==> config.mk <==
export PLATFORM = sky130hd
export DESIGN_NAME = multi_slot_timer_bank_unit
export DESIGN_NICKNAME = d
export VERILOG_FILES = /design/src/sv/mstb_pkg.sv /design/src/sv/multi_slot_timer_bank_unit.sv /design/src/sv/mstb_ram.sv /design/src/sv/mstb_tick_eval.sv
export SDC_FILE = /design/constraint.sdc
export NUM_CORES = 1
export LEC_CHECK = 0
export ABC_AREA = 1
export CAP_MARGIN = 10
export CORE_UTILIZATION = 35
export CTS_CLUSTER_SIZE = 30
export DETAILED_ROUTE_END_ITERATION = 7
export DONT_BUFFER_PORTS = 1
export PLACE_DENSITY = 0.49
export SKIP_CTS_REPAIR_TIMING = 1
export SLEW_MARGIN = 0
export SYNTH_ARGS = -nofsm -noshare
export SYNTH_HDL_FRONTEND = slang
export SYNTH_SLANG_ARGS = --single-unit
==> constraint.sdc <==
create_clock -name i_clk -period 9 [get_ports i_clk]
set_clock_uncertainty 0.2 [all_clocks]
set_input_delay 1.8 -clock i_clk [delete_from_list [all_inputs] [get_ports i_clk]]
set_output_delay 1.8 -clock i_clk [all_outputs]
set_load 0.1 [all_outputs]
==> src/sv/mstb_pkg.sv <==
// package: shared types, field widths and operation codes of the timer bank
`timescale 1ns / 1ps

package mstb_pkg;

    localparam int NUM_SLOTS_DEF = 16;
    localparam int FUNC_W        = 3;
    localparam int SLOT_W        = 4;
    localparam int DUR_W         = 32;
    localparam int STEP_W        = 20;

    localparam logic [FUNC_W-1:0] FN_START_GIVEN = 3'd0;
    localparam logic [FUNC_W-1:0] FN_START_NEW   = 3'd1;
    localparam logic [FUNC_W-1:0] FN_RESET       = 3'd2;
    localparam logic [FUNC_W-1:0] FN_CANCEL      = 3'd3;
    localparam logic [FUNC_W-1:0] FN_TICK        = 3'd4;

    typedef struct packed {
        logic [FUNC_W-1:0] func;
        logic [SLOT_W-1:0] timer_slot;
        logic [DUR_W-1:0]  duration;
        logic              loop_enable;
        logic [STEP_W-1:0] time_step;
    } t_in_item;

    typedef struct packed {
        logic [SLOT_W-1:0] slot;
        logic              fired;
        logic              last;
    } t_out_item;

    // outcome of one slot update during a tick
    typedef struct packed {
        logic [DUR_W-1:0] elapsed;
        logic             fire;
    } t_eval;

endpackage

==> src/sv/multi_slot_timer_bank_unit.sv <==
// top level of the timer bank: control, slot flags, allocator and output register
//
//  channel   direction  handshake                    payload
//  in        input      i_in_valid / o_in_ready      i_in_data  (t_in_item)
//  out       output     o_out_valid / i_out_ready    o_out_data (t_out_item)
//
// start, reset and cancel load their result straight into the
// output register; unused codes give nothing.
// a tick walks the elapsed ram one slot per cycle, read and write-back pipelined,
// except while a fired slot, or the final report, waits on a full output register.
// flags are flip-flops cleared by reset, the rams need no clearing.
// a request is taken only in idle with the output register free or being emptied.
`timescale 1ns / 1ps

module multi_slot_timer_bank_unit #(
    parameter int NUM_SLOTS = mstb_pkg::NUM_SLOTS_DEF
) (
    input  logic                i_clk,
    input  logic                i_rst_n,
    input  logic                i_in_valid,
    output logic                o_in_ready,
    input  mstb_pkg::t_in_item  i_in_data,
    output logic                o_out_valid,
    input  logic                i_out_ready,
    output mstb_pkg::t_out_item o_out_data
);

    localparam int IDX_W  = $clog2(NUM_SLOTS);
    localparam int SLOT_W = mstb_pkg::SLOT_W;
    localparam int DUR_W  = mstb_pkg::DUR_W;
    localparam int EXT_W  = (IDX_W > SLOT_W) ? IDX_W : SLOT_W;
    localparam logic [IDX_W-1:0] LAST_IDX = IDX_W'(NUM_SLOTS - 1);

    typedef enum logic [0:0] {S_IDLE, S_TICK} t_state;

    function automatic logic [SLOT_W-1:0] to_slot(input logic [IDX_W-1:0] idx);
        logic [EXT_W-1:0] e;
        e = EXT_W'(idx);
        return e[SLOT_W-1:0];
    endfunction

    t_state                     r_state, n_state;
    logic [NUM_SLOTS-1:0]       r_active, n_active;
    logic [NUM_SLOTS-1:0]       r_looping, n_looping;
    logic [IDX_W-1:0]           r_next, n_next;
    logic [mstb_pkg::STEP_W-1:0] r_step, n_step;
    logic [IDX_W-1:0]           r_a_idx, n_a_idx;
    logic                       r_a_valid, n_a_valid;
    logic [IDX_W-1:0]           r_b_idx, n_b_idx;
    logic                       r_b_valid, n_b_valid;
    logic [IDX_W-1:0]           r_held_idx, n_held_idx;
    logic                       r_held, n_held;
    logic                       r_out_valid, n_out_valid;
    mstb_pkg::t_out_item        r_out, n_out;

    logic                       out_free;
    logic                       in_acc;
    logic [EXT_W-1:0]           cmd_ext;
    logic [IDX_W-1:0]           cmd_idx;
    logic                       in_range;
    logic                       b_act;
    logic                       b_fire;
    logic                       stall;

    logic                       per_we;
    logic                       el_we;
    logic [IDX_W-1:0]           wr_idx;
    logic [DUR_W-1:0]           el_wdata;
    logic                       rd_en;
    logic [DUR_W-1:0]           per_rdata;
    logic [DUR_W-1:0]           el_rdata;
    mstb_pkg::t_eval            eval;

    mstb_ram #(.WIDTH(DUR_W), .DEPTH(NUM_SLOTS)) u_period_ram (
        .i_clk   (i_clk),
        .i_we    (per_we),
        .i_waddr (wr_idx),
        .i_wdata (i_in_data.duration),
        .i_re    (rd_en),
        .i_raddr (r_a_idx),
        .o_rdata (per_rdata)
    );

    mstb_ram #(.WIDTH(DUR_W), .DEPTH(NUM_SLOTS)) u_elapsed_ram (
        .i_clk   (i_clk),
        .i_we    (el_we),
        .i_waddr (wr_idx),
        .i_wdata (el_wdata),
        .i_re    (rd_en),
        .i_raddr (r_a_idx),
        .o_rdata (el_rdata)
    );

    mstb_tick_eval u_eval (
        .i_elapsed (el_rdata),
        .i_period  (per_rdata),
        .i_step    (r_step),
        .o_eval    (eval)
    );

    assign out_free   = !r_out_valid || i_out_ready;
    assign o_in_ready = (r_state == S_IDLE) && out_free;
    assign in_acc     = i_in_valid && o_in_ready;
    assign cmd_ext    = EXT_W'(i_in_data.timer_slot);
    assign cmd_idx    = cmd_ext[IDX_W-1:0];
    assign in_range   = 32'(i_in_data.timer_slot) < 32'(NUM_SLOTS);
    assign b_act      = r_active[r_b_idx];
    assign b_fire     = r_b_valid && b_act && eval.fire;
    // a second fire with one already held needs the output register
    assign stall      = b_fire && r_held && !out_free;

    always_comb begin
        n_state     = r_state;
        n_active    = r_active;
        n_looping   = r_looping;
        n_next      = r_next;
        n_step      = r_step;
        n_a_idx     = r_a_idx;
        n_a_valid   = r_a_valid;
        n_b_idx     = r_b_idx;
        n_b_valid   = r_b_valid;
        n_held_idx  = r_held_idx;
        n_held      = r_held;
        n_out_valid = r_out_valid && !i_out_ready;
        n_out       = r_out;
        per_we      = 1'b0;
        el_we       = 1'b0;
        wr_idx      = cmd_idx;
        el_wdata    = '0;
        rd_en       = 1'b0;

        unique case (r_state)
            S_IDLE: begin
                if (in_acc) begin
                    n_out = '{slot: i_in_data.timer_slot, fired: 1'b0, last: 1'b1};
                    unique case (i_in_data.func)
                        mstb_pkg::FN_START_GIVEN: begin
                            n_out_valid = 1'b1;
                            if (in_range) begin
                                n_active[cmd_idx]  = 1'b1;
                                n_looping[cmd_idx] = i_in_data.loop_enable;
                                per_we             = 1'b1;
                                el_we              = 1'b1;
                            end
                        end
                        mstb_pkg::FN_START_NEW: begin
                            n_out_valid       = 1'b1;
                            n_out.slot        = to_slot(r_next);
                            wr_idx            = r_next;
                            n_active[r_next]  = 1'b1;
                            n_looping[r_next] = i_in_data.loop_enable;
                            per_we            = 1'b1;
                            el_we             = 1'b1;
                            n_next = (r_next == LAST_IDX) ? '0 : r_next + IDX_W'(1);
                        end
                        mstb_pkg::FN_RESET: begin
                            n_out_valid = 1'b1;
                            el_we       = in_range && r_active[cmd_idx];
                        end
                        mstb_pkg::FN_CANCEL: begin
                            n_out_valid = 1'b1;
                            if (in_range) begin
                                n_active[cmd_idx] = 1'b0;
                            end
                        end
                        mstb_pkg::FN_TICK: begin
                            n_state   = S_TICK;
                            n_step    = i_in_data.time_step;
                            n_a_idx   = '0;
                            n_a_valid = 1'b1;
                            n_b_valid = 1'b0;
                            n_held    = 1'b0;
                        end
                        default: ;
                    endcase
                end
            end
            S_TICK: begin
                if (!stall) begin
                    // issue stage
                    if (r_a_valid) begin
                        rd_en     = 1'b1;
                        n_b_valid = 1'b1;
                        n_b_idx   = r_a_idx;
                        n_a_idx   = r_a_idx + IDX_W'(1);
                        n_a_valid = (r_a_idx != LAST_IDX);
                    end else begin
                        n_b_valid = 1'b0;
                    end
                    // write-back stage
                    if (r_b_valid && b_act) begin
                        el_we    = 1'b1;
                        wr_idx   = r_b_idx;
                        el_wdata = eval.elapsed;
                        if (eval.fire) begin
                            if (r_looping[r_b_idx]) begin
                                el_wdata = '0;
                            end else begin
                                n_active[r_b_idx] = 1'b0;
                            end
                            if (r_held) begin
                                n_out_valid = 1'b1;
                                n_out = '{slot: to_slot(r_held_idx), fired: 1'b1, last: 1'b0};
                            end
                            n_held     = 1'b1;
                            n_held_idx = r_b_idx;
                        end
                    end
                end
                // walk done: flush the held fire as the final result
                if (!r_a_valid && !r_b_valid) begin
                    if (!r_held) begin
                        n_state = S_IDLE;
                    end else if (out_free) begin
                        n_out_valid = 1'b1;
                        n_out  = '{slot: to_slot(r_held_idx), fired: 1'b1, last: 1'b1};
                        n_held = 1'b0;
                        n_state = S_IDLE;
                    end
                end
            end
            default: n_state = S_IDLE;
        endcase
    end

    always_ff @(posedge i_clk) begin
        r_step     <= n_step;
        r_a_idx    <= n_a_idx;
        r_b_idx    <= n_b_idx;
        r_held_idx <= n_held_idx;
        r_out      <= n_out;
        if (!i_rst_n) begin
            r_state     <= S_IDLE;
            r_active    <= '0;
            r_looping   <= '0;
            r_next      <= '0;
            r_a_valid   <= 1'b0;
            r_b_valid   <= 1'b0;
            r_held      <= 1'b0;
            r_out_valid <= 1'b0;
        end else begin
            r_state     <= n_state;
            r_active    <= n_active;
            r_looping   <= n_looping;
            r_next      <= n_next;
            r_a_valid   <= n_a_valid;
            r_b_valid   <= n_b_valid;
            r_held      <= n_held;
            r_out_valid <= n_out_valid;
        end
    end

    assign o_out_valid = r_out_valid;
    assign o_out_data  = r_out;

endmodule

==> src/sv/mstb_ram.sv <==
// generic single-port-write, single-port-read ram with registered read data
`timescale 1ns / 1ps

module mstb_ram #(
    parameter int WIDTH = 32,
    parameter int DEPTH = 16
) (
    input  logic                     i_clk,
    input  logic                     i_we,
    input  logic [$clog2(DEPTH)-1:0] i_waddr,
    input  logic [WIDTH-1:0]         i_wdata,
    input  logic                     i_re,
    input  logic [$clog2(DEPTH)-1:0] i_raddr,
    output logic [WIDTH-1:0]         o_rdata
);

    logic [WIDTH-1:0] r_mem [DEPTH];
    logic [WIDTH-1:0] r_rdata;

    always_ff @(posedge i_clk) begin
        if (i_we) begin
            r_mem[i_waddr] <= i_wdata;
        end
        // read data holds while read enable is low
        if (i_re) begin
            r_rdata <= r_mem[i_raddr];
        end
    end

    assign o_rdata = r_rdata;

endmodule

==> src/sv/mstb_tick_eval.sv <==
// tick update of one slot: saturating add of the step and expiry compare
`timescale 1ns / 1ps

module mstb_tick_eval (
    input  logic [mstb_pkg::DUR_W-1:0]  i_elapsed,
    input  logic [mstb_pkg::DUR_W-1:0]  i_period,
    input  logic [mstb_pkg::STEP_W-1:0] i_step,
    output mstb_pkg::t_eval             o_eval
);

    logic [mstb_pkg::DUR_W:0]   sum;
    logic [mstb_pkg::DUR_W-1:0] sat;

    always_comb begin
        sum = {1'b0, i_elapsed} + (mstb_pkg::DUR_W + 1)'(i_step);
        // carry out means overflow, clamp to all ones
        sat = sum[mstb_pkg::DUR_W] ? '1 : sum[mstb_pkg::DUR_W-1:0];
        o_eval.elapsed = sat;
        o_eval.fire    = (sat >= i_period);
    end

endmodule

### After elaboration in Yosys (flattened, before gate mapping)

Memory sizes are Yosys's and may differ from the RTL's. A register that Yosys moved wholly into a read port is not among the register bits.
Cells that the tools add are included.

* bits in registers: 79
* memory bits (writable): 1024
* bits of input ports: 64
* output and inout bits: 8
* logic and storage cells: 174
* memories: 2

Memories
* u_elapsed_ram.r_mem: words 16, width 32, rd ports 1, clocked after Yosys merged registers in 1, wr ports 1, line mstb_ram.sv:17 `logic [WIDTH-1:0] r_mem [DEPTH];`
* u_period_ram.r_mem: words 16, width 32, rd ports 1, clocked after Yosys merged registers in 1, wr ports 1, line mstb_ram.sv:17

* add/subtract/negate cells: 3
* order comparisons: 7
* eq/ne operators: 14
* mux-type cells: 95
* bitwise operators: 8
* reductions and logical operators: 30

Operators with widths (number)
* 32-bit 2-to-1 mux: 6
* 16-bit 2-to-1 mux: 5
* 16-bit case mux with 2 select lines: 2
* 6-bit 2-to-1 mux: 8
* 16-bit case mux with 3 select lines: 1
* 1-bit 2-to-1 mux: 46
* 4-bit 2-to-1 mux: 9
* 32-bit by 20-bit adder with 33-bit output: 1
* 16-bit AND: 2
* 16-bit bitwise mux: 2
* 32-bit >= comparator: 1
* 16-bit inverter: 2
* 16-bit OR: 2
* 4-bit case mux with 2 select lines: 2
* 4-bit by 5-bit less-than comparator with 1-bit output, second input constant: 3
* 3-bit AND reduction: 5
* 1-bit case mux with 2 select lines: 7
* 1-bit binary-select mux with 4-bit select: 3
* 1-bit demux with 4-bit select: 3
* 4-bit by 1-bit >= comparator with 1-bit output, second input constant: 3
* 6-bit case mux with 2 select lines: 1
* 1-bit logical AND: 11
* 4-bit by 1-bit adder with 4-bit output, second input constant: 2
* 2-bit by 1-bit != test with 1-bit output, second input constant: 4
* other kinds (17): 26

### Longest topological paths before layout

Gate-level depths: netlist (run 1).

* word-level depth: 11
* depth in mapped cells: 34
* depth with buffers taken out: 32

### Hierarchy

Synthesis (run 1) repeated with hierarchy kept, for this count alone.

* cells, all modules: 5610
* area, all modules: 54253.3 um^2

Modules (own cells, without submodules)
* mstb_ram: times used 2, cells an instance 2120, area an instance 23050.9 um^2, sequential area each 16335.7 um^2
* multi_slot_timer_bank_unit: times used 1, cells an instance 763, area an instance 4966.0 um^2, sequential area each 1961.9 um^2
* mstb_tick_eval: times used 1, cells an instance 607, area an instance 3185.6 um^2, sequential area each 0.0 um^2

### Worst setup path after synthesis (run 1)

Ideal clock, no wire load.

* kind: input -> register
* from: input port i_out_ready
* to: memory u_period_ram.r_mem[0][0], enable pin
* setup time: 0.421 ns
* data arrival time: 5.736 ns
* required time: 8.379 ns
* path slack: 2.643 ns
* stages: 9
* buffers on the path: 3
* cell sequence: nor2_1 nor2_1 nand2_1 buf_2 nor2_2 inv_1 clkbuf_1 clkbuf_1 nor2_1

* cells in the longest elaborated chain, start to end: 7
* elaborated cells between the ends (all ways): 12
* classes of those cells: mux (7); reduce/logical (5)

Ends and longest elaborated chain
* from (decl): line multi_slot_timer_bank_unit.sv:24 `input logic i_out_ready,`
* 1-bit logical OR *: line multi_slot_timer_bank_unit.sv:101 `assign out_free = !r_out_valid || i_out_ready;`
* 1-bit logical AND *: line multi_slot_timer_bank_unit.sv:102 `assign o_in_ready = (r_state == S_IDLE) && out_free;`
* via o_in_ready: line multi_slot_timer_bank_unit.sv:21 `output logic o_in_ready,`
* 1-bit logical AND *: line multi_slot_timer_bank_unit.sv:103 `assign in_acc = i_in_valid && o_in_ready;`
* 1-bit 2-to-1 mux: line multi_slot_timer_bank_unit.sv:134 `if (in_acc) begin`
* 1-bit 2-to-1 mux: line multi_slot_timer_bank_unit.sv:132 `unique case (r_state)`
* 1-bit 2-to-1 mux: line mstb_ram.sv:21 `if (i_we) begin`
* 1-bit 2-to-1 mux (implied by the code): line mstb_ram.sv:22 `r_mem[i_waddr] <= i_wdata;`
* to (decl): line mstb_ram.sv:17

Mark *: on every way through the listed nets, which the timed path passes. The rest lies on a longest branch.

### Worst setup path after layout (run 1)

* from: register u_elapsed_ram.r_rdata[2] (netlist: u_elapsed_ram.o_rdata[2]) (read register of u_elapsed_ram.r_mem)
* to: memory u_period_ram.r_mem[11][3], enable pin

* cells in the longest elaborated chain, start to end: 8

Ends and longest elaborated chain
* from (decl): line mstb_ram.sv:18 `logic [WIDTH-1:0] r_rdata;`
* 32-bit by 20-bit adder with 33-bit output: line mstb_tick_eval.sv:15 `sum = {1'b0, i_elapsed} + (mstb_pkg::DUR_W + 1)'(i_step);`
* 32-bit 2-to-1 mux: line mstb_tick_eval.sv:17 `sat = sum[mstb_pkg::DUR_W] ? '1 : sum[mstb_pkg::DUR_W-1:0];`
* 32-bit >= comparator: line mstb_tick_eval.sv:19 `o_eval.fire = (sat >= i_period);`
* 1-bit logical AND: line multi_slot_timer_bank_unit.sv:108 `assign b_fire = r_b_valid && b_act && eval.fire;`
* 1-bit logical AND (2 in series): line multi_slot_timer_bank_unit.sv:110 `assign stall = b_fire && r_held && !out_free;`
* 4-bit 2-to-1 mux: line multi_slot_timer_bank_unit.sv:179 `if (!stall) begin`
* 4-bit case mux with 2 select lines: line multi_slot_timer_bank_unit.sv:132

Every way passes these cells.

==> run metrics, run 1 <==
fin crit share=around three quarters; Post-synth EDFFs=1,126; RD Place Congestion=about 0.91; Syn Inst Count=around 3,900; post-synthesis mux area share=about 2.1%; Startpoint Class=flip-flop; CP Data Required Time=between 9000 and 10,000 ps; Slowest-stage cell, CP=nor2_2; worst skew pair latency=about 770 ps; max incr delay on CP=690 ps; WL/cell=approximately 24 µm; CP Launch Point=u_elapsed_ram.o_rdata[2]; Setup WS post-layout=2340 ps; GR Overflow Total=0; share of the synthesized area in the top cell type=just under 70%; synth top area cells=edfxtp_1, nor2_1, o21ai_0; kind of cell adding the most delay to the critical path=simple AND/OR/NAND/NOR gates; Worst-Margin Slew=1240 ps; Synth Area in Adders=approximately 1.5%; yosys warns=0; clock edge transition at the registers on the reported setup and hold paths=about 60 ps; sequential cell area=around 0.035 mm²; Crit Reg-Reg Endpoint=u_period_ram.r_mem[11][3]; power per standard cell area=205 mW/mm²; final core utilization=40.0%; Synth Net Count=~4,100; Synth area leader=edfxtp_1; Simple-Gate Fraction of Synth Area=11.8%; Top FF cell, synth=edfxtp_1; commonest cells in the netlist=edfxtp_1, nor2_1, nand2_1, o21ai_0, clkbuf_1; register bit count reported by yosys=between 1,000 and 1,500; Syn Area/Cell=~12 µm²; Iteration-0 DRC Markers=roughly 2,700; Place WS=between 2000 and 2500 ps; most common cell in the netlist=edfxtp_1; Compound-Gate Fraction of Synth Area=~10%; gr usage total=19.6%; asr flop ratio synth=0%; Final min period=between 6000 and 7000 ps; leakage power figure=about 0.018 µW; placed cell area=0.0513 mm²; dpl hpwl=82,100 µm; Critical Path AT=6900 ps; Worst Setup EP=u_period_ram.r_mem[11][3]; IO Port Bufs=0; XOR/XNOR Fraction of Synth Area=less than 1%; Slew Limit Headroom=roughly 18%; Fin. Hold Viols=0; drt first pass iters=5; layout cell share with drive strength beyond 1=around 8.5%; area of the multi-input gates=roughly 0.013 mm²; number of fill cells=about 13,000; die width=376 µm; DR vias/cell=between 5 and 6; pin count of the biggest net entering global routing=roughly 230; worst hold path type=flip-flop to flip-flop; Final nets=approximately 4,000; CTS tree=built; cell area after synthesis=0.0490 mm²; Levels on crit path=30; status=finished, final reports clean; largest family of logic cells by synthesized area=simple AND/OR/NAND/NOR gates; worst setup path class=flip-flop to flip-flop; Reg-to-Reg Start=u_elapsed_ram.o_rdata[2]; Ports=72; FF-to-FF path depth=30; Die Y=376 µm; drc violations=0; row count=136; Clock Sinks=~1,200; htree depth=4; CP Buf/Inv Count=5; Starting Density=35.4%; Peak VDD IR=152 µV; Setup Viol. Count Final=0; initial antenna violation count=7; Post-DRT Antenna Nets=0; total of max-cap violations=0; unrepaired setup endpoints after global routing=false; count of pins over their slew limit=0; Layout area overhead=13.0%; first-pass GRT wire length=206,000 µm; Die ar.=0.141 mm²; overall routed net length=approximately 140,000 µm; cell area after layout=roughly 0.055 mm²; vias=between 30,000 and 40,000; Max Root-Sink Buffers=3; clk root buf=clkbuf_16; sequential area share after synthesis=70.7%; crit end category=flip-flop; Crit Path Max Fanout=23; most used cell along the critical path=nand2_1; total negative slack=0 ps; CTS buffer count=about 130; Distinct cells, synth=between 40 and 50; vias in the first global route=a little over 30,000; Core ar.=roughly 0.14 mm²; ant diodes=0; FMAX=~150 MHz; reg-to-reg slack, setup=2340 ps
worst min-delay path by stage:
stage                from       endpoint  slack, ps  cells past startpoint
2_1_floorplan  r_b_idx[1]  r_held_idx[1]        220                      0
3_3_place_gp   r_a_idx[2]     r_b_idx[2]        230                      0
3_5_place_dp   r_a_idx[2]     r_b_idx[2]        230                      0
4_1_cts        r_a_idx[2]     r_b_idx[2]        260                      0
5_1_grt        r_a_idx[2]     r_b_idx[2]        270                      0
6_report       r_a_idx[2]     r_b_idx[2]        260                      0
through the flow:
| stage | power, µW | hold WS (ps) | instances |
|---|---|---|---|
| floorplan | 6280 | 221 | 3948 |
| global placement | 6380 | 233 | 5652 |
| detailed placement | 6380 | 235 | 5653 |
| CTS | 11500 | 261 | 5888 |
| global route | 11700 | 268 | 5888 |
| finish | 11400 | 263 | 5888 |
cells in the final DEF, fill, tap and decap left out, types with 26 or more instances in the layout:
| master | instances |
|---|---|
| buf_4 | 74 |
| clkbuf_16 | 132 |
| nand4_1 | 26 |
| mux2i_1 | 103 |
| edfxtp_1 | 1126 |
| o21ai_0 | 327 |
| clkbuf_1 | 37 |
| o32ai_1 | 156 |
| o221ai_1 | 103 |
| nand2_1 | 433 |
| ha_1 | 57 |
| nand3_1 | 145 |
| a21oi_1 | 89 |
| o211ai_1 | 31 |
| dfxtp_1 | 41 |
| nor2_1 | 727 |
| inv_1 | 162 |
| nor2_4 | 36 |
area by class of cell:
| type | instances | share of cell area (%) |
|---|---|---|
| sequential | 1167 | 62.6 |
| clock inverter | 64 | 1.07 |
| tap | 1863 | 4.21 |
| timing repair buffer | 78 | 1.16 |
| clock buffer | 171 | 6.27 |
| multi-input combinational | 2373 | 23.5 |
| inverter | 172 | 1.19 |
power breakdown:
part	switching [µW]	internal (µW)	total [µW]
registers	27.7	5960	5990
logic	203	73.6	277
clock network	2210	2890	5100
total	2440	8920	11400
routing by layer:
layer	vias up	track usage, %	routed length (µm)
li1	14400	-	-
met1	15900	27.4	63500
met2	858	31.8	65600
met3	175	3.29	7520
met4	2	4.39	2330
met5	-	0	11
state kept, by name, summed over array words and instances, names as in the netlist:
name                   cells
u_period_ram.o_rdata      32
r_b_valid                  1
r_step                    20
o_out_valid                1
u_elapsed_ram.o_rdata     32
o_out_data                 6
r_active                  16
r_a_idx                    4
r_state                    1
r_next                     4
r_held_idx                 4
r_a_valid                  1
u_period_ram.r_mem       512
r_held                     1
r_looping                 16
r_b_idx                    4
u_elapsed_ram.r_mem      512
cells by family after synthesis:
family	count (synthesis)
AND/OR/NAND/NOR	1427
adder cells (fa/ha/maj)	58
AO/OA/AOI/OAI	764
multiplexers	103
flip-flops	1167
XOR/XNOR	21
buffers and inverters	408
No activity file was read; power rests on OpenSTA's default activity.
==> inputs of run 2 (changes only) <==
clock period = 6.8 ns   (was 9 ns; I/O delays follow)
==> run 2 against run 1 <==
  * Sequential cell count is the same
  * Register-to-register slack lost 1800 ps
  * Critical endpoint is now u_elapsed_ram.r_mem[15][25]
  * Highest routed layer unchanged
  * Via count shrank 0.31%
==> run metrics, run 2 (same netlist as run 1, synthesis figures left out) <==
CP Launch Point=r_step[0] (was u_elapsed_ram.o_rdata[2]); WL/cell=24.0 µm (was 23.6 µm); gr usage total=19.8% (was 19.6%); initial antenna violation count=8 (was 7); total of max-cap violations=0 (unchanged); CTS buffer count=119 (was 132); Crit Reg-Reg Endpoint=u_elapsed_ram.r_mem[15][25] (was u_period_ram.r_mem[11][3]); unrepaired setup endpoints after global routing=false (unchanged); CP Data Required Time=7190 ps (was 9240 ps); total negative slack=0 ps (unchanged); Min Hold Slack=284 ps (was 263 ps); count of pins over their slew limit=0 (unchanged); most used cell along the critical path=nand2_1 (unchanged); layout cell share with drive strength beyond 1=8.88% (was 8.50%); leakage power figure=0.0182 µW (was 0.0181 µW); most common cell after layout, fill and taps aside=edfxtp_1 (unchanged); row count=136 (unchanged); Final min period=6250 ps (was 6660 ps); die width=376 µm (unchanged); Die ar.=0.141 mm² (unchanged); Worst-Margin Slew=1160 ps (was 1240 ps); Slew Limit Headroom=21.9% (was 17.5%); Max Root-Sink Buffers=3 (unchanged); worst skew pair latency=770 ps (about the same); RD Place Congestion=0.878 (was 0.913); dpl hpwl=86,000 µm (was 82,100 µm); fin crit share=91.9% (was 74.0%); Post-DRT Antenna Nets=0 (unchanged); status=finished, final reports clean (unchanged); clk root buf=clkbuf_16 (unchanged); Slowest-stage cell, CP=nor2_1 (was nor2_2); Iteration-0 DRC Markers=3,006 (was 2,677); pin count of the biggest net entering global routing=204 (was 228); Die Y=376 µm (unchanged); Final nets=4,072 (was 4,046); Core ar.=0.138 mm² (unchanged); first-pass GRT wire length=206,000 µm (about the same); CTS tree=built (unchanged); Startpoint Class=flip-flop (unchanged); Reg-to-Reg Start=r_step[0] (was u_elapsed_ram.o_rdata[2]); Peak VDD IR=220 µV (was 152 µV); IO Port Bufs=0 (unchanged); total chip power=14,700 µW (was 11,400 µW); GR Overflow Total=0 (unchanged); DR vias/cell=5.29 (was 5.33); htree depth=3 (was 4); min-delay src=r_looping[13] (was r_a_idx[2]); drc violations=0 (unchanged); worst setup path class=flip-flop to flip-flop (unchanged); vias=31,300 (was 31,400); Worst Setup EP=u_elapsed_ram.r_mem[15][25] (was u_period_ram.r_mem[11][3]); Layout area overhead=13.4% (was 13.0%); Ports=72 (unchanged); Setup Viol. Count Final=0 (unchanged); worst hold path type=flip-flop to flip-flop (unchanged); FMAX=160 MHz (was 150 MHz); number of fill cells=13,100 (was 13,200); Fin. Hold Viols=0 (unchanged); Crit Path Max Fanout=23 (unchanged); Starting Density=35.4% (unchanged); Clock Sinks=1,167 (unchanged); max incr delay on CP=700 ps (was 690 ps); Regs by FF count=u_elapsed_ram.r_mem: 512 flops, u_period_ram.r_mem: 512 flops (unchanged); clock edge transition at the registers on the reported setup and hold paths=60 ps (about the same); FF-to-FF path depth=28 (was 30); power per standard cell area=265 mW/mm² (was 205 mW/mm²); drt first pass iters=6 (was 5); overall routed net length=142,000 µm (was 139,000 µm); highest-count cells in the layout ignoring fill and taps=edfxtp_1, nor2_1, nand2_1, o21ai_0, inv_1 (unchanged); vias in the first global route=30,300 (was 30,400); reg-to-reg slack, setup=550 ps (was 2340 ps); crit end category=flip-flop (unchanged); Critical Path AT=6640 ps (was 6900 ps)
==> run 2: cell types whose count changed in the layout (fill, tap and decap cells not counted), moves of 6 or more <==
cell	previous run	this run
buf_6	0	8
clkbuf_1	37	28
clkinv_1	24	34
buf_12	3	18
nor2_2	22	15
clkbuf_16	132	119
buf_4	74	91
nor2_1	727	733
==> run 2: layout make-up <==
cell class	instances	area [µm²]	area share [%]
clock inverter	76	708	1.28
antenna	2	5.00	0.00901
sequential	1167	34600	62.4
tap	1863	2330	4.20
timing repair buffer	117	1130	2.04
clock buffer	147	3080	5.55
inverter	172	661	1.19
multi-input combinational	2373	13000	23.4
==> run 2: where the power goes <==
part           internal (µW)  total [µW]  switching [µW]
logic                    102         371             269
clock network           3610        6430            2820
registers               7880        7920            36.9
total                  11600       14700            3130
==> run 2: worst max-delay path: cells and delay by family, from the launching register on <==
family                     cells  cell delay, ps
and+or+nand+nor               15            2530
AOI/OAI and AO/OA              5            1040
adders and majority gates      3             950
buffers and inverters          5             930
DFF                            1             360
==> run 2: per-layer routing <==
layer / global-route usage, % / share of wire, %
met5: 0 / 0.013
met4: 6.24 / 2.5
met3: 3.91 / 6.2
met2: 30.9 / 46
met1: 27.8 / 45
==> run 2: stage by stage <==
step                instance area [µm²]  setup WS [ps]  std cells  util, %
global route                      55500           5.28       5916     40.2
finish                            55500            553       5917     40.2
floorplan                         49000            883       3948        -
global placement                  51400            303       5671     37.2
CTS                               55200            210       5894     40.0
detailed placement                51400            270       5671     37.2
==> run 2: worst min path at each step <==
stage / slack [ps] / to / cells after the start
floorplan: 220 / r_held_idx[1] / 0
global placement: 260 / r_looping[10] / 2
detailed placement: 280 / r_looping[13] / 2
CTS: 290 / r_looping[13] / 2
global route: 320 / r_looping[15] / 2
finish: 280 / r_looping[13] / 2
